[src/rtl/stfd_pkg.sv]
// Shared definitions for the sorted key table: codes, field widths and the
// control word that the sequencer broadcasts along the row of cells.
// No dependencies.
package stfd_pkg;

   // default table depth
   localparam int CAPACITY_DEF = 128;

   // field widths
   localparam int KEY_W    = 32;
   localparam int REQ_W    = 2;
   localparam int STATUS_W = 2;
   localparam int POS_W    = 8;

   // encoder grouping: one-hot bits reduced per group of this size
   localparam int GROUP_N = 16;
   localparam int GROUP_W = 4;

   // request codes
   localparam logic [REQ_W-1:0] REQ_INSERT = 2'd0;
   localparam logic [REQ_W-1:0] REQ_FIND   = 2'd1;
   localparam logic [REQ_W-1:0] REQ_DELETE = 2'd2;

   // status codes
   localparam logic [STATUS_W-1:0] STATUS_OK        = 2'd0;
   localparam logic [STATUS_W-1:0] STATUS_NOT_FOUND = 2'd1;
   localparam logic [STATUS_W-1:0] STATUS_FULL      = 2'd2;

   // control word broadcast to every cell
   typedef struct packed {
      logic                    cmp_en;   // compare key against held entry
      logic                    strict;   // count entries <= key (insert)
      logic                    ins_sel;  // boundary alone marks the position
      logic                    ins_go;   // open a slot at the boundary
      logic                    del_go;   // close the slot at the boundary
      logic signed [KEY_W-1:0] key;
   } cell_ctl_type;

endpackage

[src/rtl/stfd_encode.sv]
// Two-stage registered encoder: turns the one-hot position word from the
// cells into a hit bit and a binary index. Depends on stfd_pkg.
module stfd_encode #(
   parameter int N = stfd_pkg::CAPACITY_DEF
) (
   input  logic                                 clock,
   input  logic                                 reset,
   input  logic [N-1:0]                         sel,
   output logic                                 hit,
   output logic [((N > 1) ? $clog2(N) : 1)-1:0] idx
);

   localparam int IDX_W = (N > 1) ? $clog2(N) : 1;
   localparam int GN    = stfd_pkg::GROUP_N;
   localparam int NG    = (N + GN - 1) / GN;
   localparam int PAD_W = NG * GN;

   logic [PAD_W-1:0]             sel_pad;
   logic [NG-1:0]                grp_hit_ff, grp_hit_in;
   logic [stfd_pkg::GROUP_W-1:0] grp_loc_ff [NG];
   logic [stfd_pkg::GROUP_W-1:0] grp_loc_in [NG];
   logic                         hit_ff, hit_in;
   logic [IDX_W-1:0]             idx_ff, idx_in;

   assign sel_pad = PAD_W'(sel);

   // first stage: hit and local index per group
   always_comb begin
      for (int g = 0; g < NG; g++) begin
         grp_hit_in[g] = |sel_pad[g*GN +: GN];
         grp_loc_in[g] = '0;
         for (int j = 0; j < GN; j++) begin
            if (sel_pad[g*GN + j]) begin
               grp_loc_in[g] = grp_loc_in[g] | stfd_pkg::GROUP_W'(j);
            end
         end
      end
   end

   // second stage: combine group base and local index
   always_comb begin
      hit_in = |grp_hit_ff;
      idx_in = '0;
      for (int g = 0; g < NG; g++) begin
         if (grp_hit_ff[g]) begin
            idx_in = idx_in | IDX_W'(g * GN) | IDX_W'(grp_loc_ff[g]);
         end
      end
   end

   always_ff @(posedge clock) begin
      if (reset) begin
         grp_hit_ff <= '0;
         hit_ff     <= 1'b0;
      end else begin
         grp_hit_ff <= grp_hit_in;
         hit_ff     <= hit_in;
      end
      for (int g = 0; g < NG; g++) begin
         grp_loc_ff[g] <= grp_loc_in[g];
      end
      idx_ff <= idx_in;
   end

   assign hit = hit_ff;
   assign idx = idx_ff;

endmodule

[config.mk]
export PLATFORM = sky130hd
export DESIGN_NAME = stfd_encode
export DESIGN_NICKNAME = d
export VERILOG_FILES = /design/src/rtl/stfd_pkg.sv /design/src/rtl/stfd_encode.sv
export SDC_FILE = /design/constraint.sdc
export NUM_CORES = 1
export LEC_CHECK = 0
export BUFFER_PORTS_ARGS = -buffer_cell sky130_fd_sc_hd__buf_2
export CORE_MARGIN = 4
export CORE_UTILIZATION = 42
export CTS_CLUSTER_DIAMETER = 120
export DETAILED_ROUTE_END_ITERATION = 10
export GPL_TIMING_DRIVEN = 0
export PLACE_DENSITY = 0.84
export SLEW_MARGIN = 15
export SYNTH_ARGS = -nofsm -noshare
export SYNTH_HDL_FRONTEND = slang
export SYNTH_SLANG_ARGS = --single-unit
[constraint.sdc]
create_clock -name clock -period 3.75 [get_ports clock]
set_clock_uncertainty 0.1 [all_clocks]
set_input_delay 0.1875 -clock clock [delete_from_list [all_inputs] [get_ports clock]]
set_output_delay 0.1875 -clock clock [all_outputs]
set_load 0.005 [all_outputs]
Word-level counts from Yosys, hierarchy flattened

Memory sizes are Yosys's and may differ from the RTL's.
Index checks and enable logic that the tools add are counted.

Bits in registers: 16
RAM bits: 32
Bits of input ports: 130
Output and inout bits: 8
Word-level logic and storage cells: 148
Memories kept: 1

Mux-type cells: 128
Bitwise operators: 7
Reductions and logical operators: 9

Memory list:

| name       | words | width | rd ports | clocked after Yosys merged registers in | wr ports | line              | text |
|---|---|---|---|---|---|---|---|
| grp_loc_ff | 8     | 4     | 8        | 0                                       | 8        | stfd_encode.sv:20 | `logic [stfd_pkg::GROUP_W-1:0] grp_loc_ff [NG];` |

Operators by type and width:

| cell                | number |
|---|---|
| two-way mux 4 bit   | 65 |
| OR reduction 16 bit | 8 |
| two-way mux 3 bit   | 32 |
| two-way mux 7 bit   | 7 |
| OR 7 x 4 -> 7 bit   | 6 |
| two-way mux 2 bit   | 16 |
| two-way mux 1 bit   | 8 |
| OR reduction 8 bit  | 1 |
| OR 5 x 4 -> 5 bit   | 1 |

Longest topological paths before layout

Gate-level depths: netlist of the first run.
An unclocked memory read counts as a cell.

Word-level depth: 16
Gate-level depth with buffers: 3

Least setup slack after synthesis of the first run

OpenSTA, ideal clock, no wires.

Path type: reg-to-reg
Start: register grp_hit_ff[1]
End: register hit_ff (netlist: hit)
Arrival time: 982 ps
Data required time: 3,538 ps
Setup slack: 2,556 ps
Cell stages (with the launch flop): 4
Path buffers: 0
Period minus slack after synthesis: 1,194 ps
Cell sequence: dfxtp_1 -> or4_1 -> nor2_1 -> nor2_1

Word-level cells in the longest chain between the ends: 1

RTL lines:

| item                     | line              | text |
|---|---|---|
| start: declaration       | stfd_encode.sv:19 | `logic [NG-1:0] grp_hit_ff, grp_hit_in;` |
| start signal: assignment | stfd_encode.sv:56 | `grp_hit_ff <= grp_hit_in;` |
| OR reduction 8 bit       | stfd_encode.sv:42 | `hit_in = \|grp_hit_ff;` |
| end signal: assignment   | stfd_encode.sv:57 | `hit_ff <= hit_in;` |
| end: declaration         | stfd_encode.sv:22 | `logic hit_ff, hit_in;` |

Every way passes these cells.
A chain may end at the register's enable or synchronous reset.

==> results of run 1 <==
cells in the mapped netlist (all sizes together):
| cell type | n | share of area |
|---|---|---|
| or4 | 5 | 0.023 |
| nor3 | 14 | 0.046 |
| nand2 | 21 | 0.044 |
| a41oi | 4 | 0.024 |
| o31a | 4 | 0.020 |
| nand3 | 12 | 0.034 |
| nand3b | 1 | 0.0042 |
| a22oi | 16 | 0.067 |
| dfxtp | 48 | 0.54 |
| nor4 | 40 | 0.14 |
| inv | 1 | 0.0021 |
| nand2b | 1 | 0.0035 |
| nor2 | 18 | 0.038 |
| nand4 | 5 | 0.018 |
stage by stage:
step | std cells | power [uW]
floorplan | 190 | 563.6
global placement | 377 | 653.6
detailed placement | 377 | 657.3
CTS | 413 | 971.4
global route | 413 | 1007
finish | 413 | 971.3
flip-flops by register name (all words and copies together), names as in the netlist:
signal / flops
grp_loc_ff: 32
grp_hit_ff: 8
hit: 1
idx: 7
area by class of cell:
type                            instances  area [sq um]  share of cell area
Timing Repair Buffer                  165         965.9              0.3325
Sequential cell                        48         960.9              0.3307
Multi-Input combinational cell        141         822.0              0.2829
Clock buffer                            8         90.09             0.03101
Tap cell                               50         62.56             0.02153
Inverter                                1         3.754            0.001292
cell families after synthesis:
kind of cell | Yosys count | synth area share
simple gates | 117 | 0.3494
flops | 48 | 0.5378
compound gates | 24 | 0.1107
buf+inv | 1 | 0.002099
worst max path at each step:
| stage | start | endpoint | slack (ns) | cells past startpoint |
|---|---|---|---|---|
| global route | sel[57] | grp_loc_ff[0][15] | 1.27 | 6 |
| floorplan | grp_hit_ff[1] | hit | 2.56 | 3 |
| finish | sel[57] | grp_loc_ff[0][15] | 1.31 | 6 |
| global placement | sel[119] | grp_hit_ff[7] | 2.42 | 4 |
| detailed placement | sel[119] | grp_hit_ff[7] | 2.39 | 4 |
| CTS | sel[57] | grp_loc_ff[0][15] | 1.48 | 6 |
timing repair:
item / 4_1_cts / 5_1_grt
gates resized for setup: 0 / 0
hold buffers: 28 / 0
endpoints found under the setup margin: 0 / 0
hold endpoints to repair: 13 / 0
worst max-delay path, delay by kind of cell:
kind / cells / cell delay [ns]
buf+inv: 4 / 1.89
simple gates: 2 / 0.44
power by group through the flow:
| stage | combinational, uW | sequential (uW) | clock, uW |
|---|---|---|---|
| after floorplan | 29.6 | 534 | 0 |
| after CTS | 135 | 525 | 311 |
| after global placement | 117 | 536 | 0 |
| after detailed placement | 121 | 537 | 0 |
| after global routing | 151 | 526 | 330 |
| final | 137 | 525 | 309 |
routing by layer:
layer  GRT usage  vias up  part of all wire
met3     0.05372       13              0.10
met1      0.2337     1019              0.37
met2      0.4052      107              0.51
met4     0.07992        0             0.020
li1            -     1101                 -
met5           0        -                 0
==> results.yml, run 1 <==
status:
  outcome: "completed"
floorplan:
  rows: 23
  die_h_um: 73.23
  io_pins: 138
  start_util: 0.4403
  fp.dieW_um: 73.23
  die-area_sq_um: 5362
  core_area_sq_um: 4058
route:
  wl_per_cell_um: 14.54
  avgViaCountPerCell: 5.424
  final_antenna_net_count: 0
  num_vias: 2240
  wl_um: 6004
  drt_iter0_markers: 119
  dr.pass1.iters: 4
  drc: 0
sta:
  worstMarginPinSlew_ns: 0.5728
  slew_viol_final: 0
  finalSetupViolations: 0
  timing.hold.ws_ns: 0.004903
  totalNegativeSetupSlack_ns: 0
  period_minus_slack_ns: 2.438
  fin_ws_ns: 1.312
  rsz0062_at_grt: "no"
  slew_headroom: 0.6146
  period_share: 0.6502
  hold_viol_final: 0
  fmax_mhz: 410.1
power_and_ir_drop:
  sequentialPowerShare: 0.540
  internal-power_uw: 745.5
  peakVddDrop_v: 0.0002017
  switchingPower_uw: 225.7
  p_leak_uw: 0.001229
  netSwitchingFraction: 0.2324
  p_comb_frac: 0.141
  p_clk_frac: 0.318
  powerDensity_nw_per_um2: 334.3
critical_path:
  worstPathMaxFanout: 2
  cp.arrival_ns: 2.53
  reg2reg_to: "hit"
  cp-end-kind: "flop"
  max_stage_delay_ns: 0.63
  r2r-start: "grp_hit_ff[3]"
  r2r_slack_ns: 2.47
  critical_path.slowest_cell: "dlygate4sd3_1"
  cp.required_ns: 3.84
  startpoint_type: "primary input"
  worstSetupPathType: "in -> reg"
  worstRegToRegCells: 3
  crit_top_cell: "dlygate4sd3_1"
  crit_chain: "dlygate4sd3_1, buf_2, nor4_1, dlygate4sd3_1, nand2_1, dlygate4sd3_1"
cells_and_area:
  final_cell_mix: "137 x buf_2, 48 x dfxtp_1, 40 x nor4_1"
  nets: 492
  mostFrequentLayoutCell: "buf_2"
  fillCellCount: 310
  final_util: 0.7160
  design_area_sq_um: 2905
  drive_gt1_frac: 0.4022
  antenna_cells: 0
  syn_to_final_growth_pct: 62.61
clock_network:
  clock-sinks: 48
  cts_buffers: 5
  clk_pin_slew_worst_paths_ns: 0.08
  cts_setup_buffers: 0
  htree_levels: 2
  clock_path_buffers: 2
  insertion_delay_ns: 0.30
  cts_tree: "done"
  clockRootBuffer: "clkbuf_8"
place:
  hpwl_um: 4528
  dp_slack_ns: 2.385
  gp_congestion: 0.7817
  port_buffers: 137
  dpl_cell_area_sq_um: 2535
global_routing:
  grt_max_degree: 14
  grt_pass1_wl_um: 8997
  grt.total_usage: 0.2176
  grt_antenna_before_repair: 0
  grt.overflow.total: 0
  grt_pass1_vias: 2137
synthesis:
  syn_nets: 320
  avgSynthCellArea_sq_um: 9.404
  postSynthCellCount: 190
  synth_cell_types: 17
  ys_warn_count: 0
  synth_area_sq_um: 1787
  ys_seq_elements: 48
  yosysSeqAreaShare: 0.5378
hold_path:
  hold_path_end: "grp_loc_ff[0][4]"
  worstHoldStart: "sel[25]"
  hold_depth: 3
  hold_class: "in -> reg"
job:
  cap_violations: 0
(Power assumes the default switching activity.)
==> run 2: changes to the inputs <==
CORE_UTILIZATION = 35   (was 42)
PLACE_DENSITY = 0.75   (was 0.84)
clock period = 2.2 ns   (was 3.75 ns; I/O delays follow)
==> run 2 against run 1 <==
  * The run now fails in 4_1_cts
  * Synthesized cell count is the same
  * Area after synthesis is the same
==> results.yml, run 2 <==
status:
  haltStage: "4_1_cts"
  outcome: "did not finish"
  error: "[ERROR RSZ-0060] Max buffer count reached."
synthesis:
  async_flop_share: 0
  synth.area.top_cells: "dfxtp_1 54%, nor4_1 14%, a22oi_1 6.7%"
  yosysSeqAreaShare: 0.5378
  ys_warn_count: 0
  synth_common_cells: "48 x dfxtp_1, 40 x nor4_1, 21 x nand2_1"
  yosysTopAreaCell: "dfxtp_1"
  synth_edf_count: 0
  synth_area_sq_um: 1787
  synth_cell_types: 17
  yosysTopAreaCellShare: 0.5378
  ys_seq_elements: 48
  avgSynthCellArea_sq_um: 9.404
  syn_nets: 320
  synthFlopType: "dfxtp_1"
  yosysMostFrequentCell: "dfxtp_1"
  postSynthCellCount: 190
floorplan:
  start_util: 0.3685
  rows: 25
  die_h_um: 79.45
  fp.dieW_um: 79.45
  io_pins: 138
place:
  dp_slack_ns: 0.9349
  dpl_cell_area_sq_um: 2556
  gp_congestion: 0.8124
  port_buffers: 137
  hpwl_um: 4615
clock_network:
  cts_buffers: 5
  clock-sinks: 48
  htree_levels: 2
  clockRootBuffer: "clkbuf_8"
  cts_setup_buffers: 0
  cts_hold_buf: 102
  post_cts_resized: 0
  clock_path_buffers: 2
[run 2: cell counts after synthesis]
No cell type changed its count.
[run 2: logic make-up after synthesis]
logic type	Yosys count	share of synthesized area
AND/OR/NAND/NOR	117	0.3494
AO/OA/AOI/OAI	24	0.1107
flip-flops	48	0.5378
buffers and inverters	1	0.002099
[run 2: per-stage QoR]
stage,hold WS (ns),cells
after floorplan,0.07333,190
after detailed placement,0.2269,394
after global placement,0.2151,394
==> run 3: changes to the inputs <==
CTS_CLUSTER_DIAMETER = default   (was 120)
PLACE_DENSITY = default   (was 0.75)
PLACE_DENSITY_LB_ADDON = 0.15   (was default)
clock period = 2.85 ns   (was 2.2 ns; I/O delays follow)
==> run 3 against run 2 <==
  * The run now ends clean
==> results.yml, run 3 (same netlist as run 1, synthesis figures left out) <==
sta:
  finalSetupViolations: 0
  worstMarginPinSlew_ns: 0.5453
  slew_viol_final: 0
  totalNegativeSetupSlack_ns: 0
  period_share: 0.8153
  hold_viol_final: 0
  fmax_mhz: 430.4
  slew_headroom: 0.6331
  rsz0062_at_grt: "no"
  period_minus_slack_ns: 2.324
power_and_ir_drop:
  powerDensity_nw_per_um2: 375.0
  peakVddDrop_v: 0.0002279
  p_comb_frac: 0.170
  p_leak_uw: 0.001469
  netSwitchingFraction: 0.2311
  switchingPower_uw: 304.9
  sequentialPowerShare: 0.524
  p_clk_frac: 0.306
  internal-power_uw: 1014
place:
  hpwl_um: 4589
  port_buffers: 137
  gp_congestion: 0.8483
clock_network:
  clk_pin_slew_worst_paths_ns: 0.08
  post_cts_resized: 0
  cts_tree: "done"
  cts_buffers: 5
  clock-sinks: 48
  insertion_delay_ns: 0.29
  clockRootBuffer: "clkbuf_8"
  clock_path_buffers: 2
  htree_levels: 2
route:
  wl_per_cell_um: 14.55
  final_antenna_net_count: 0
  avgViaCountPerCell: 5.088
  num_vias: 2488
  wl_um: 7117
  drc: 0
  dr.pass1.iters: 4
  drt_iter0_markers: 135
critical_path:
  r2r_slack_ns: 1.51
  critical_path.slowest_cell: "dlygate4sd3_1"
  cp-end-kind: "flop"
  crit_chain: "dlygate4sd3_1, buf_2, nor4_1, dlygate4sd3_1, nand2_1, dlygate4sd3_1"
  worstPathMaxFanout: 2
  reg2reg_to: "hit"
  worstRegToRegCells: 3
  crit_top_cell: "dlygate4sd3_1"
  startpoint_type: "primary input"
  cp.required_ns: 2.93
  path_delay_family: "buffers and inverters"
  max_stage_delay_ns: 0.62
  cp.arrival_ns: 2.40
  worstPathBufferInverterCount: 4
  r2r-start: "grp_hit_ff[3]"
  worstSetupPathType: "in -> reg"
hold_path:
  hold_class: "in -> reg"
  hold_path_end: "grp_loc_ff[1][12]"
  hold_depth: 3
  worstHoldStart: "sel[113]"
cells_and_area:
  syn_to_final_growth_pct: 96.85
  largest_register_ffs: 32
  final_cell_mix: "137 x buf_2, 87 x dlygate4sd3_1, 48 x dfxtp_1"
  final_util: 0.7254
  mostFrequentLayoutCell: "buf_2"
  top_register: "grp_loc_ff"
  nets: 551
  antenna_cells: 0
  fillCellCount: 334
  drive_gt1_frac: 0.3460
global_routing:
  grt.total_usage: 0.2158
  grt_pass1_vias: 2477
  grt_max_degree: 14
  grt.overflow.total: 0
  grt_antenna_before_repair: 0
  grt_pass1_wl_um: 10590
floorplan:
  core_area_sq_um: 4848
  die_h_um: 79.45
  start_util: 0.3685
  io_pins: 138
  fp.dieW_um: 79.45
  die-area_sq_um: 6312
  rows: 25
job:
  cap_violations: 0
status:
  outcome: "completed"
-- run 3: layer usage --
layer  vias up  track usage  wire length (um)
met3        17      0.04402               523
met5         -            0                 0
li1       1220            -                 -
met2       129       0.4090              3680
met1      1122       0.2363              2770
met4         0      0.07045               142
-- run 3: layout make-up --
class / count / area, sq um / area share
Clock buffer: 8 / 90.09 / 0.02561
Sequential cell: 48 / 960.9 / 0.2732
Multi-Input combinational cell: 141 / 822.0 / 0.2337
Tap cell: 67 / 83.83 / 0.02383
Timing Repair Buffer: 224 / 1556 / 0.4425
Inverter: 1 / 3.754 / 0.001067
-- run 3: repair_timing --
| action | CTS | global route |
|---|---|---|
| endpoints found under the hold margin | 35 | 1 |
| buffers inserted | 0 | 0 |
| hold buffers | 86 | 1 |
| setup endpoints to repair | 0 | 0 |
-- run 3: worst max path at each step --
stage | to | startpoint | cells after the start | slack, ns
2_1_floorplan | hit | grp_hit_ff[1] | 3 | 1.66
3_3_place_gp | hit | grp_hit_ff[3] | 3 | 1.52
3_5_place_dp | hit | grp_hit_ff[3] | 3 | 1.51
4_1_cts | grp_loc_ff[0][11] | sel[41] | 6 | 0.57
5_1_grt | grp_loc_ff[0][11] | sel[41] | 6 | 0.43
6_report | grp_loc_ff[0][10] | sel[36] | 6 | 0.53
-- run 3: metrics by stage --
step	cell area [sq um]	hold WS (ns)	instances	total power, uW	setup slack (ns)
3_3_place_gp	2556	0.2538	394	863.7	1.516
4_1_cts	3507	0.002528	488	1306	0.5738
3_5_place_dp	2556	0.2506	394	864.5	1.515
2_1_floorplan	1787	0.1058	190	741.6	1.656
5_1_grt	3517	0.005095	489	1377	0.4258
6_report	3517	0.004513	489	1319	0.5263
-- run 3: tightest hold or removal path: stages --
cell,delay (ns)
buf_2,0.07
nor3_1,0.06
nand3_1,0.08
-- run 3: power by group through the flow --
| stage | logic (uW) | clock network, uW | registers [uW] |
|---|---|---|---|
| final | 224 | 404 | 691 |
| after global routing | 244 | 440 | 692 |
| after detailed placement | 158 | 0 | 706 |
| after global placement | 158 | 0 | 706 |
| after CTS | 215 | 401 | 691 |
| after floorplan | 39.0 | 0 | 703 |
==> run 4: changes to the inputs <==
ABC_AREA = 1   (was default)
clock period = 2.05 ns   (was 2.85 ns; I/O delays follow)
==> run 4 against run 3 <==
  * The flow now stops in 4_1_cts
  * Synthesized cell count is 49% higher
  * Area after synthesis is 11% higher
==> results.yml, run 4 <==
synthesis:
  synth.area.top_cells: "dfxtp_1 49%, nor2_1 18%, nand2_1 14%"
  ys_seq_elements: 48
  synthFlopType: "dfxtp_1"
  postSynthCellCount: 284
  async_flop_share: 0
  yosysSeqAreaShare: 0.4867
  ys_warn_count: 0
  yosysTopAreaCell: "dfxtp_1"
  synth_cell_types: 14
  syn_nets: 414
  synth_edf_count: 0
  synth_area_sq_um: 1974
  yosysTopAreaCellShare: 0.4867
  synth_common_cells: "95 x nor2_1, 75 x nand2_1, 48 x dfxtp_1"
  yosysMostFrequentCell: "nor2_1"
  avgSynthCellArea_sq_um: 6.952
clock_network:
  clockRootBuffer: "clkbuf_8"
  clock-sinks: 48
  cts_hold_buf: 102
  cts_setup_buffers: 0
  clock_path_buffers: 2
  post_cts_resized: 0
  cts_buffers: 5
  htree_levels: 2
floorplan:
  io_pins: 138
  die_h_um: 83.11
  rows: 27
  start_util: 0.3608
  fp.dieW_um: 83.11
status:
  haltStage: "4_1_cts"
  error: "[ERROR RSZ-0060] Max buffer count reached."
  outcome: "did not finish"
place:
  gp_congestion: 0.8504
  hpwl_um: 4532
  port_buffers: 136
-- run 4: cell count changes after synthesis, moves of 7 or more --
cell / delta
inv_1: +7
nor3_1: -10
nor2_1: +77
nand3_1: -8
nor4_1: -27
a21oi_1: +8
nand2_1: +54
a22oi_1: -16
nand4_1: +16
-- run 4: kinds of logic after synthesis --
family,share of synthesized area
AND/OR/NAND/NOR,0.4759
flip-flops,0.4867
buffers and inverters,0.01711
AO/OA/AOI/OAI,0.02028
-- run 4: per-stage QoR --
step	worst slack [ns]	utilization	cells	cell area, sq um
floorplan	1.164	-	284	1974
global placement	1.021	0.5016	492	2745
detailed placement	1.012	0.5016	492	2745
