`src/rtl/stfd_pkg.sv`:
```
// Shared definitions for the sorted key table: codes, field widths and the
// control word that the sequencer broadcasts along the row of cells.
// No dependencies.
package stfd_pkg;

   // default table depth
   localparam int CAPACITY_DEF = 128;

   // field widths
   localparam int KEY_W    = 32;
   localparam int REQ_W    = 2;
   localparam int STATUS_W = 2;
   localparam int POS_W    = 8;

   // encoder grouping: one-hot bits reduced per group of this size
   localparam int GROUP_N = 16;
   localparam int GROUP_W = 4;

   // request codes
   localparam logic [REQ_W-1:0] REQ_INSERT = 2'd0;
   localparam logic [REQ_W-1:0] REQ_FIND   = 2'd1;
   localparam logic [REQ_W-1:0] REQ_DELETE = 2'd2;

   // status codes
   localparam logic [STATUS_W-1:0] STATUS_OK        = 2'd0;
   localparam logic [STATUS_W-1:0] STATUS_NOT_FOUND = 2'd1;
   localparam logic [STATUS_W-1:0] STATUS_FULL      = 2'd2;

   // control word broadcast to every cell
   typedef struct packed {
      logic                    cmp_en;   // compare key against held entry
      logic                    strict;   // count entries <= key (insert)
      logic                    ins_sel;  // boundary alone marks the position
      logic                    ins_go;   // open a slot at the boundary
      logic                    del_go;   // close the slot at the boundary
      logic signed [KEY_W-1:0] key;
   } cell_ctl_type;

endpackage

```
`src/rtl/stfd_cell.sv`:
```
// One slot of the sorted key table: holds an entry, compares it with the
// broadcast key and shifts with its neighbours on insert or delete.
// Depends on stfd_pkg.
module stfd_cell #(
   parameter int IDX   = 0,
   parameter int CNT_W = 8
) (
   input  logic                               clock,
   input  logic                               reset,
   input  stfd_pkg::cell_ctl_type             ctl,
   input  logic [CNT_W-1:0]                   used,
   input  logic signed [stfd_pkg::KEY_W-1:0]  left_entry,
   input  logic                               left_flag,
   input  logic signed [stfd_pkg::KEY_W-1:0]  right_entry,
   output logic signed [stfd_pkg::KEY_W-1:0]  entry,
   output logic                               flag,
   output logic                               sel
);

   logic signed [stfd_pkg::KEY_W-1:0] entry_ff, entry_in;
   logic                              flag_ff, flag_in;
   logic                              eq_ff, eq_in;
   logic                              valid;
   logic                              boundary;

   assign valid    = (CNT_W'(IDX) < used);
   assign boundary = left_flag & ~flag_ff;

   // compare against the key; flags hold until the next compare
   always_comb begin
      flag_in = flag_ff;
      eq_in   = eq_ff;
      if (ctl.cmp_en) begin
         flag_in = valid & (ctl.strict ? (entry_ff <= ctl.key) : (entry_ff < ctl.key));
         eq_in   = valid & (entry_ff == ctl.key);
      end
   end

   // shift up past the boundary on insert, down from it on delete
   always_comb begin
      entry_in = entry_ff;
      if (ctl.ins_go && !flag_ff) begin
         entry_in = boundary ? ctl.key : left_entry;
      end else if (ctl.del_go && !flag_ff) begin
         entry_in = right_entry;
      end
   end

   always_ff @(posedge clock) begin
      if (reset) begin
         flag_ff <= 1'b0;
         eq_ff   <= 1'b0;
      end else begin
         flag_ff <= flag_in;
         eq_ff   <= eq_in;
      end
      entry_ff <= entry_in;
   end

   assign entry = entry_ff;
   assign flag  = flag_ff;
   assign sel   = boundary & (ctl.ins_sel | eq_ff);

endmodule

```
`config.mk`:
```
export PLATFORM = sky130hd
export DESIGN_NAME = stfd_cell
export DESIGN_NICKNAME = d
export VERILOG_FILES = /design/src/rtl/stfd_pkg.sv /design/src/rtl/stfd_cell.sv
export SDC_FILE = /design/constraint.sdc
export NUM_CORES = 1
export LEC_CHECK = 0
export CORE_MARGIN = 10
export CORE_UTILIZATION = 64
export CTS_CLUSTER_SIZE = 20
export DETAILED_ROUTE_END_ITERATION = 10
export DONT_BUFFER_PORTS = 1
export PLACE_DENSITY_LB_ADDON = 0.2
export SYNTH_ARGS = -nofsm -noshare
export SYNTH_HDL_FRONTEND = slang
export SYNTH_SLANG_ARGS = --single-unit
```
`constraint.sdc`:
```
create_clock -name clock -period 2.8 [get_ports clock]
set_input_delay 0.14 -clock clock [delete_from_list [all_inputs] [get_ports clock]]
set_output_delay 0.14 -clock clock [all_outputs]
set_load 0.03 [all_outputs]
```
Word level (Yosys, flattened, before mapping). Cells that the tools add are included.

$lt $le $gt $ge: 3. Equality and inequality tests: 1. Multiplexer cells: 4. Bitwise gates (word level): 6. Reduce and logical (&&, ||, !) cells: 4.

Operators with widths (count): 32-bit two-way mux (3); 32-bit equality test (1); 32-bit <= comparator (1); 32-bit less-than comparator (1); 1-bit by 8-bit less-than comparator with 1-bit output (first input constant) (1); 1-bit bitwise AND (4); 1-bit logical AND (2); 2-bit nonzero test (1); 1-bit zero test (1); 1-bit two-way mux (1); 1-bit NOT (1); 1-bit bitwise OR (1).

Register bits after elaboration: 34. Bits of input ports: 112. Output and inout port bits: 34. Logic and storage cells: 21.

Longest topological paths before layout. Gate-level depths: netlist (run 1).

Depth in word-level cells: 4. Gate-level depth with buffers: 8. Mapped depth without buffers: 8.

Worst setup path after synthesis (run 1). OpenSTA, ideal clock, no wires.

Path kind: reg2reg. Start point: reg flag_ff, in the netlist flag. End point: reg entry_ff (netlist bit entry[0]) (enable). Library setup time: 0.422 ns. Arrival time: 1.831 ns. Data required time: 2.378 ns. Path slack: 0.547 ns. Stages on the path, launching flop included: 2. Path buffers: 0. Period minus slack after synthesis: 2.253 ns. Path through: dfxtp_1 nor2_1.

Longest elaborated chain between the ends: 3. Elaborated cells on any way between the ends: 4. Those cells by class: 4 x reduce/logical.

Ends and longest elaborated chain: start, declared (line stfd_cell.sv:21) `logic flag_ff, flag_in;`; start signal, assigned (line stfd_cell.sv:54) `flag_ff <= flag_in;`; 1-bit zero test (*) (line stfd_cell.sv:42, stfd_cell.sv:44); 1-bit logical AND (on tied branches) (line stfd_cell.sv:42, stfd_cell.sv:44); 2-bit nonzero test (no line) (*); end signal, assigned (line stfd_cell.sv:57) `entry_ff <= entry_in;`; end, declared (line stfd_cell.sv:20) `logic signed [stfd_pkg::KEY_W-1:0] entry_ff, entry_in;`.

Every way passes the cells marked *; elsewhere a longest branch is shown, timed or not. A chain may end at the register's enable or synchronous reset.

Final worst setup path (run 1).
Start point: reg entry_ff (netlist bit entry[27]). End point: reg flag_ff, in the netlist flag.

Longest elaborated chain between the ends: 3. Elaborated cells on any way between the ends: 4. Those cells by class: 2 x order compare; 1 x mux; 1 x bitwise.

Ends and longest elaborated chain: 32-bit less-than comparator or 32-bit <= comparator (tied branches) (line stfd_cell.sv:34) `flag_in = valid & (ctl.strict ? (entry_ff <= ctl.key) : (entry_ff < ctl.key));`; 1-bit two-way mux (*) (line stfd_cell.sv:34); 1-bit bitwise AND (*) (line stfd_cell.sv:34).

Marks and branches as above.

==> reports/metrics.csv, run 1 <==
metric,value,unit
Port Buffer Count,0,
global-route wire length before repair,10500,um
post-synthesis instance area,0.00258,sq mm
total vias in the final route,1928,
Std-Cell Rows,23,
Netlist cell types,33,
detail-routed net length per standard cell,20.6,um
part of the Yosys area used for sequential elements,0.388,
Peak Freq,0.450,GHz
total overflow reported by the global router,0,
diode insertion count for antenna repair,0,
Clock Pin Slew Worst Setup and Hold Paths,70,ps
largest cells by area after synthesis,"sky130_fd_sc_hd__edfxtp_1 (37%), sky130_fd_sc_hd__ha_1 (16%), sky130_fd_sc_hd__mux2i_1 (12%)",
TritonCTS clock tree,built,
result of the run,finished clean,
DRT iter0 DRCs,102,
antenna violations before repair,0,
post-DR vias/cell,5.95,
area of the core,0.00394,sq mm
maximum fanout along the worst path,3,
clock tree sinks,34,
Synth Instances,272,
number of global-route vias before repair,2181,
setup repair after global routing missed its margin,no,
Crit Path Class,reg -> reg,
worst hold slack across all endpoints,17.1,ps
most frequently used cell type in the post-synthesis netlist,sky130_fd_sc_hd__nand2_1,
maximum ir drop on the vdd rail,0.373,mV
Most used DFF post-synth,sky130_fd_sc_hd__edfxtp_1,
Leak Pwr,1.30,nW
area fraction of the dominant cell type after synthesis,0.372,
Area growth syn-to-layout,6.98,%
post-cts hold buffer count,1,
number of buffers between clock root and the deepest sink,2,
worst slew pin tran,600,ps
final-layout fill cell count,316,
post-CTS sizing,0,
number of endpoints with negative hold slack in the final report,0,
final RePlAce weighted congestion,0.802,
post-synthesis register bit count,34,
Inserted Clock Buffers,5,
largest net degree at the start of global routing,34,
y dimension of the die,83.5,um
DRC,0,
final setup TNS,0,ps
worst slew slack as a fraction of its limit,0.600,
"Data required, critical path",3020,ps
root cell of the clock tree,sky130_fd_sc_hd__clkbuf_8,
nature of the critical path startpoint,register,
post-CTS setup repair buffer count,0,
area enclosed by the die boundary,0.00698,sq mm
worst clock skew,6.61,ps
Avg Inst Size Synth,9.49,sq um
power density over cell area,606,mW/mm^2
layout cells sized above 1,0.0730,
endpoints failing setup,0,
number of I/O pins,146,
detailed placer's ending HPWL,5580,um
post-route antenna net violation count,0,
nets,417,
net count of the mapped netlist,416,
final slew viol count,0,
FF+latch area,0.00100,sq mm
worst-skew pair later-pin latency,290,ps
HP Class,in -> reg,
Yosys warnings,0,
overall fraction of global-route tracks in use,0.184,
final cycle utilization of the critical path,0.794,
Post-Route WL,6670,um
endpoint class of the critical path,register,
number of flops mapped to enable cells by yosys,32,
post-layout min period,2220,ps
Multi-input gate area,0.00143,sq mm
die boundary width,83.5,um
Synth area leader,sky130_fd_sc_hd__edfxtp_1,
Pre-Repair DR Iteration Count,4,
fraction of registers with async set or reset after synthesis,0,
Max-cap violations,0,
H-tree depth,2,
arrival time of the worst setup path,2440,ps
Initial Utilization,0.655,
==> cell families after synthesis <==
kind of cell | after synthesis | synth area share
buffers and inverters | 43 | 0.0640
adder cells (fa/ha/maj) | 32 | 0.155
AO/OA/AOI/OAI | 58 | 0.125
multiplexers | 32 | 0.124
AND/OR/NAND/NOR | 73 | 0.145
flip-flops | 34 | 0.388
==> layer usage <==
metal | part of all wire | up-vias | routed length (um) | track usage
met4 | 0.011 | 0 | 71 | 0.0502
li1 | - | 979 | - | -
met2 | 0.50 | 84 | 3350 | 0.316
met1 | 0.37 | 857 | 2460 | 0.191
met5 | 0 | - | 0 | 0
met3 | 0.12 | 8 | 787 | 0.0986
==> placed cells by master (no fill, tap or decap), types with 2 or more instances in the layout <==
cell                       netlist  final
sky130_fd_sc_hd__clkbuf_8        0      7
sky130_fd_sc_hd__edfxtp_1       32     32
sky130_fd_sc_hd__nor4_1          2      2
sky130_fd_sc_hd__a21oi_1        13     13
sky130_fd_sc_hd__mux2i_1        32     32
sky130_fd_sc_hd__o21ai_0         3      3
sky130_fd_sc_hd__o21ai_1        32     32
sky130_fd_sc_hd__nand2_1        42     42
sky130_fd_sc_hd__nor2_1          6      5
sky130_fd_sc_hd__buf_4           0      3
sky130_fd_sc_hd__nand3_1         3      3
sky130_fd_sc_hd__inv_1          32     32
sky130_fd_sc_hd__nand4_1         8      8
sky130_fd_sc_hd__a211oi_1        3      3
sky130_fd_sc_hd__ha_1           32     32
sky130_fd_sc_hd__o211ai_1        2      2
sky130_fd_sc_hd__nor3b_1         2      2
sky130_fd_sc_hd__dfxtp_1         2      2
==> area by class of cell <==
type / count / area share
well taps: 50 / 0.0226
multi-input cells: 195 / 0.516
clock buffers: 7 / 0.0349
inverters: 32 / 0.0435
clock inverters: 1 / 0.00136
flip-flops and latches: 34 / 0.362
repair buffers: 5 / 0.0190
==> registers in the layout, indices dropped and copies added, names as in the netlist <==
register  cells
entry        32
eq_ff         1
flag          1
==> final timing paths <==
check	end	depth (start not counted)	startpoint	slack [ps]
worst max-delay path	flag	6	entry[27]	580
worst min-delay path	eq_ff	2	ctl[36]	20
worst max register to register	flag	6	entry[27]	580
worst min register to register	eq_ff	2	eq_ff	480
==> power breakdown <==
group	leakage, nW	internal, W	switching [W]	total, W
Sequential	0.341	0.000672	0.000225	0.000897
Combinational	0.906	0.000162	0.000213	0.000374
Clock	0.0519	0.000221	0.000180	0.000401
Total	1.30	0.00105	0.000618	0.00167
==> per-stage QoR <==
stage | cell area (sq um) | setup slack, ps | cells | utilization | total power (W)
after floorplan | 2580 | 547 | 272 | - | 0.00119
after global placement | 2650 | 662 | 315 | 0.673 | 0.00127
after detailed placement | 2650 | 604 | 315 | 0.673 | 0.00129
after CTS | 2760 | 579 | 324 | 0.701 | 0.00169
after global routing | 2760 | 477 | 324 | 0.701 | 0.00178
final | 2760 | 578 | 324 | 0.701 | 0.00167
==> worst max-delay path: stages (launching register included) <==
cell	delay (ps)
sky130_fd_sc_hd__edfxtp_1	550
sky130_fd_sc_hd__ha_1	390
sky130_fd_sc_hd__nand4_1	230
sky130_fd_sc_hd__nor4_4	370
sky130_fd_sc_hd__a31oi_1	160
sky130_fd_sc_hd__a221o_1	350
sky130_fd_sc_hd__nor3_2	100
(Power assumes the default switching activity.)
==> run 2, diff against run 1 <==
CORE_UTILIZATION = 58   (was 64)
clock period = 1.9 ns   (was 2.8 ns; I/O delays follow)
==> run 2 against run 1 <==
Effect of this change: the flow now finishes with violations (setup timing); critical path depth rose by 1; sequential share of layout area fell by 4.7 points; critical endpoint unchanged; wire length rose by 5.2%; count of clock-buffer cells in the layout fell by 1; clock power rose by 26%; fmax rose by 13%; sequential power rose by 18%; die area rose by 7.8%; largest power group is now combinational logic; first-iteration DRC count fell by 2.9%; global-route usage fell by 0.96 points; combinational power rose to 2.9 times the previous value; cell count rose by 12%.
==> reports/metrics.csv, run 2 (synthesis results as in run 1) <==
metric,value,unit
Std-Cell Rows,24,
final standard cell area without fillers,0.00317,sq mm
clock tree sinks,34,
slack of the critical path,-72.4,ps
number of I/O pins,146,
Leak Pwr,1.47,nW
setup repair after global routing missed its margin,yes,
final setup TNS,-72.4,ps
number of global-route vias before repair,2223,
Clock Pin Slew Worst Setup and Hold Paths,80,ps
Inserted Clock Buffers,5,
number of flip-flops in the largest register,32,
Max-cap violations,0,
root cell of the clock tree,sky130_fd_sc_hd__clkbuf_8,
Initial Utilization,0.597,
Worst path top cell family by delay,compound AO/OA/AOI/OAI gates,
antenna violations before repair,0,
worst slew slack as a fraction of its limit,0.797,
Multi-input gate area,0.00156,sq mm
Pre-Repair DR Iteration Count,4,
maximum fanout along the worst path,3,
post-route antenna net violation count,0,
Bufs and invs on worst path,0,
HP Class,in -> reg,
worst-skew pair later-pin latency,280,ps
maximum ir drop on the vdd rail,0.509,mV
CP max stage cell,sky130_fd_sc_hd__edfxtp_1,
final cycle utilization of the critical path,1.04,
H-tree depth,2,
final RePlAce weighted congestion,0.761,
endpoint class of the critical path,register,
Post-Route WL,7020,um
"Data required, critical path",2110,ps
DRC,0,
post-DR vias/cell,5.78,
power density over cell area,834,mW/mm^2
number of buffers between clock root and the deepest sink,2,
FF+latch area,0.00100,sq mm
failing checks,setup timing,
detailed placer's ending HPWL,5810,um
Peak Freq,0.507,GHz
nets,455,
worst hold slack across all endpoints,15.2,ps
global-route wire length before repair,10700,um
largest net degree at the start of global routing,65,
total vias in the final route,2103,
worst clock skew,10.1,ps
DRT iter0 DRCs,99,
post-layout min period,1970,ps
final slew viol count,0,
overall power of the completed layout,0.00265,W
Area growth syn-to-layout,22.8,%
most frequent standard cell in the layout excluding fill and tap cells,sky130_fd_sc_hd__nand2_1,
overall fraction of global-route tracks in use,0.174,
area of the core,0.00432,sq mm
arrival time of the worst setup path,2180,ps
result of the run,"finished, violations left",
crit-path max cell delay,420,ps
y dimension of the die,86.7,um
"leading cell types in the layout, fill and taps excluded","sky130_fd_sc_hd__nand2_1 (42), sky130_fd_sc_hd__buf_4 (39)",
endpoints failing setup,1,
final-layout fill cell count,359,
worst slew pin tran,302,ps
total overflow reported by the global router,0,
number of endpoints with negative hold slack in the final report,0,
cells along the critical path,ha_1 -> nand4_1 -> nor3_1 -> a221oi_1 -> o211ai_1 -> a221o_1 -> nor3_2,
nature of the critical path startpoint,register,
Crit Path Class,reg -> reg,
die boundary width,86.7,um
post-place instance area,0.00299,sq mm
area enclosed by the die boundary,0.00752,sq mm
diode insertion count for antenna repair,0,
detail-routed net length per standard cell,19.3,um
TritonCTS clock tree,built,
layout cells sized above 1,0.212,
Port Buffer Count,0,
run 2: layer usage:
metal  global-route usage  routed length [um]
met3               0.0854                 738
met4               0.0398                  53
met1                0.173                2460
met5                    0                   0
met2                0.318                3770
run 2: power by group:
part / switching [W] / leakage, nW / internal (W)
clock network: 0.000254 / 0.0426 / 0.000252
logic: 0.000636 / 1.09 / 0.000442
registers: 0.0000785 / 0.341 / 0.000983
run 2: final cells by class:
type / count / area share
flip-flops and latches: 34 / 0.316
clock inverters: 2 / 0.00276
well taps: 52 / 0.0205
inverters: 32 / 0.0379
repair buffers: 43 / 0.108
clock buffers: 6 / 0.0229
multi-input cells: 195 / 0.492
run 2: repair_timing:
item,4_1_cts,5_1_grt
setup endpoints to repair,1,1
endpoints found under the hold margin,2,0
setup buffers,0,2
hold buffers,2,0
pin swaps,3,8
gates resized for setup,0,6
run 2: path summary, 6_finish.rpt:
check	slack (ps)	start	endpoint	depth (start not counted)
setup / recovery	-70	entry[24]	flag	7
hold / removal	20	right_entry[26]	entry[26]	2
setup reg to reg	-70	entry[24]	flag	7
hold reg to reg	500	eq_ff	eq_ff	2
run 2: stage by stage:
step	utilization	worst slack [ps]	instances
after global placement	0.692	47.6	352
after CTS	0.716	-55.9	362
after floorplan	-	-59.3	272
final	0.734	-72.4	364
after global routing	0.734	-144	364
after detailed placement	0.692	-65.1	352
==> run 3, diff against run 2 <==
MAX_ROUTING_LAYER = met4   (was default)
==> run 3 against run 2 <==
Effect of this change: the flow still finishes with violations (setup timing); clock skew fell by 0.76 ps; count of clock-buffer cells in the layout did not move; wire length fell by 0.19%; critical endpoint unchanged; critical path depth did not move; register-to-register slack barely moved; power barely moved; highest routed layer unchanged; via count rose by 0.24%.
==> reports/metrics.csv, run 3 (synthesis results as in run 1) <==
metric,value,unit
y dimension of the die,86.7,um
post-route antenna net violation count,0,
Peak Freq,0.507,GHz
nature of the critical path startpoint,register,
arrival time of the worst setup path,2180,ps
number of global-route vias before repair,2233,
number of endpoints with negative hold slack in the final report,0,
number of buffers between clock root and the deepest sink,2,
root cell of the clock tree,sky130_fd_sc_hd__clkbuf_8,
slack of the critical path,-73.9,ps
final-layout fill cell count,359,
HP Class,in -> reg,
Port Buffer Count,0,
final setup TNS,-73.9,ps
Std-Cell Rows,24,
cells along the critical path,ha_1 -> nand4_1 -> nor3_1 -> a221oi_1 -> o211ai_1 -> a221o_1 -> nor3_2,
worst slew pin tran,302,ps
DRC,0,
"Data required, critical path",2110,ps
worst clock skew,9.33,ps
largest net degree at the start of global routing,65,
maximum fanout along the worst path,3,
die boundary width,86.7,um
Pre-Repair DR Iteration Count,4,
post-layout min period,1970,ps
result of the run,"finished, violations left",
Post-Route WL,7000,um
final RePlAce weighted congestion,0.771,
Crit Path Class,reg -> reg,
Area growth syn-to-layout,22.8,%
endpoints failing setup,1,
diode insertion count for antenna repair,0,
detailed placer's ending HPWL,5810,um
total overflow reported by the global router,0,
post-place instance area,0.00299,sq mm
area enclosed by the die boundary,0.00752,sq mm
Clock Pin Slew Worst Setup and Hold Paths,80,ps
maximum ir drop on the vdd rail,0.510,mV
worst slew slack as a fraction of its limit,0.797,
post-DR vias/cell,5.79,
clock tree sinks,34,
final cycle utilization of the critical path,1.04,
number of I/O pins,146,
H-tree depth,2,
worst hold slack across all endpoints,15.4,ps
setup repair after global routing missed its margin,yes,
number of flip-flops in the largest register,32,
Initial Utilization,0.597,
CP max stage cell,sky130_fd_sc_hd__edfxtp_1,
final slew viol count,0,
overall fraction of global-route tracks in use,0.179,
total vias in the final route,2108,
endpoint class of the critical path,register,
power density over cell area,834,mW/mm^2
layout cells sized above 1,0.212,
Multi-input gate area,0.00156,sq mm
Inserted Clock Buffers,5,
most frequent standard cell in the layout excluding fill and tap cells,sky130_fd_sc_hd__nand2_1,
crit-path max cell delay,420,ps
DRT iter0 DRCs,93,
TritonCTS clock tree,built,
global-route wire length before repair,10700,um
area of the core,0.00432,sq mm
antenna violations before repair,0,
nets,455,
detail-routed net length per standard cell,19.2,um
Max-cap violations,0,
failing checks,setup timing,
"leading cell types in the layout, fill and taps excluded","sky130_fd_sc_hd__nand2_1 (42), sky130_fd_sc_hd__buf_4 (39)",
final standard cell area without fillers,0.00317,sq mm
Leak Pwr,1.47,nW
worst-skew pair later-pin latency,280,ps
FF+latch area,0.00100,sq mm
==> run 3: layout make-up <==
type                    count  share of cell area
multi-input cells         195               0.492
flip-flops and latches     34               0.316
repair buffers             43               0.108
inverters                  32              0.0379
clock buffers               6              0.0229
well taps                  52              0.0205
clock inverters             2             0.00276
==> run 3: metrics by stage <==
step           worst slack (ps)  power, W  utilization  cells
5_1_grt                    -144   0.00281        0.734    364
6_report                  -73.9   0.00264        0.734    364
2_1_floorplan             -59.3   0.00178            -    272
4_1_cts                   -55.9   0.00263        0.716    362
3_5_place_dp              -65.1   0.00211        0.692    352
3_3_place_gp               47.6   0.00207        0.692    352
==> run 3: critical path, delay by kind of cell, from the launching register on <==
kind / cells / cell delay, ps
compound gates: 3 / 800
fa+ha+maj: 1 / 300
flops: 1 / 420
simple gates: 3 / 390
==> run 3: power by group <==
part	switching, W	total, W	internal (W)
clock	0.000253	0.000505	0.000252
combinational	0.000635	0.00108	0.000442
sequential	0.0000787	0.00106	0.000983
total	0.000967	0.00264	0.00168
==> run 3: final timing paths <==
kind / from / depth (start not counted) / slack [ps] / end
setup reg to reg: entry[24] / 7 / -70 / flag
hold / removal: right_entry[1] / 2 / 20 / entry[1]
setup / recovery: entry[24] / 7 / -70 / flag
hold reg to reg: eq_ff / 2 / 500 / eq_ff
==> run 3: layer usage <==
| metal | global-route usage | up-vias | share of wire |
|---|---|---|---|
| met5 | - | - | 0 |
| met4 | 0.0398 | 0 | 0.0070 |
| met3 | 0.0685 | 4 | 0.085 |
| met2 | 0.317 | 77 | 0.54 |
| met1 | 0.184 | 973 | 0.37 |
| li1 | - | 1054 | - |
==> run 3: timing repair <==
item | 4_1_cts | 5_1_grt
endpoints found under the hold margin | 2 | 0
pin swaps | 3 | 8
hold buffers | 2 | 0
buffers inserted | 0 | 2
gates resized for setup | 0 | 6
setup endpoints to repair | 1 | 1
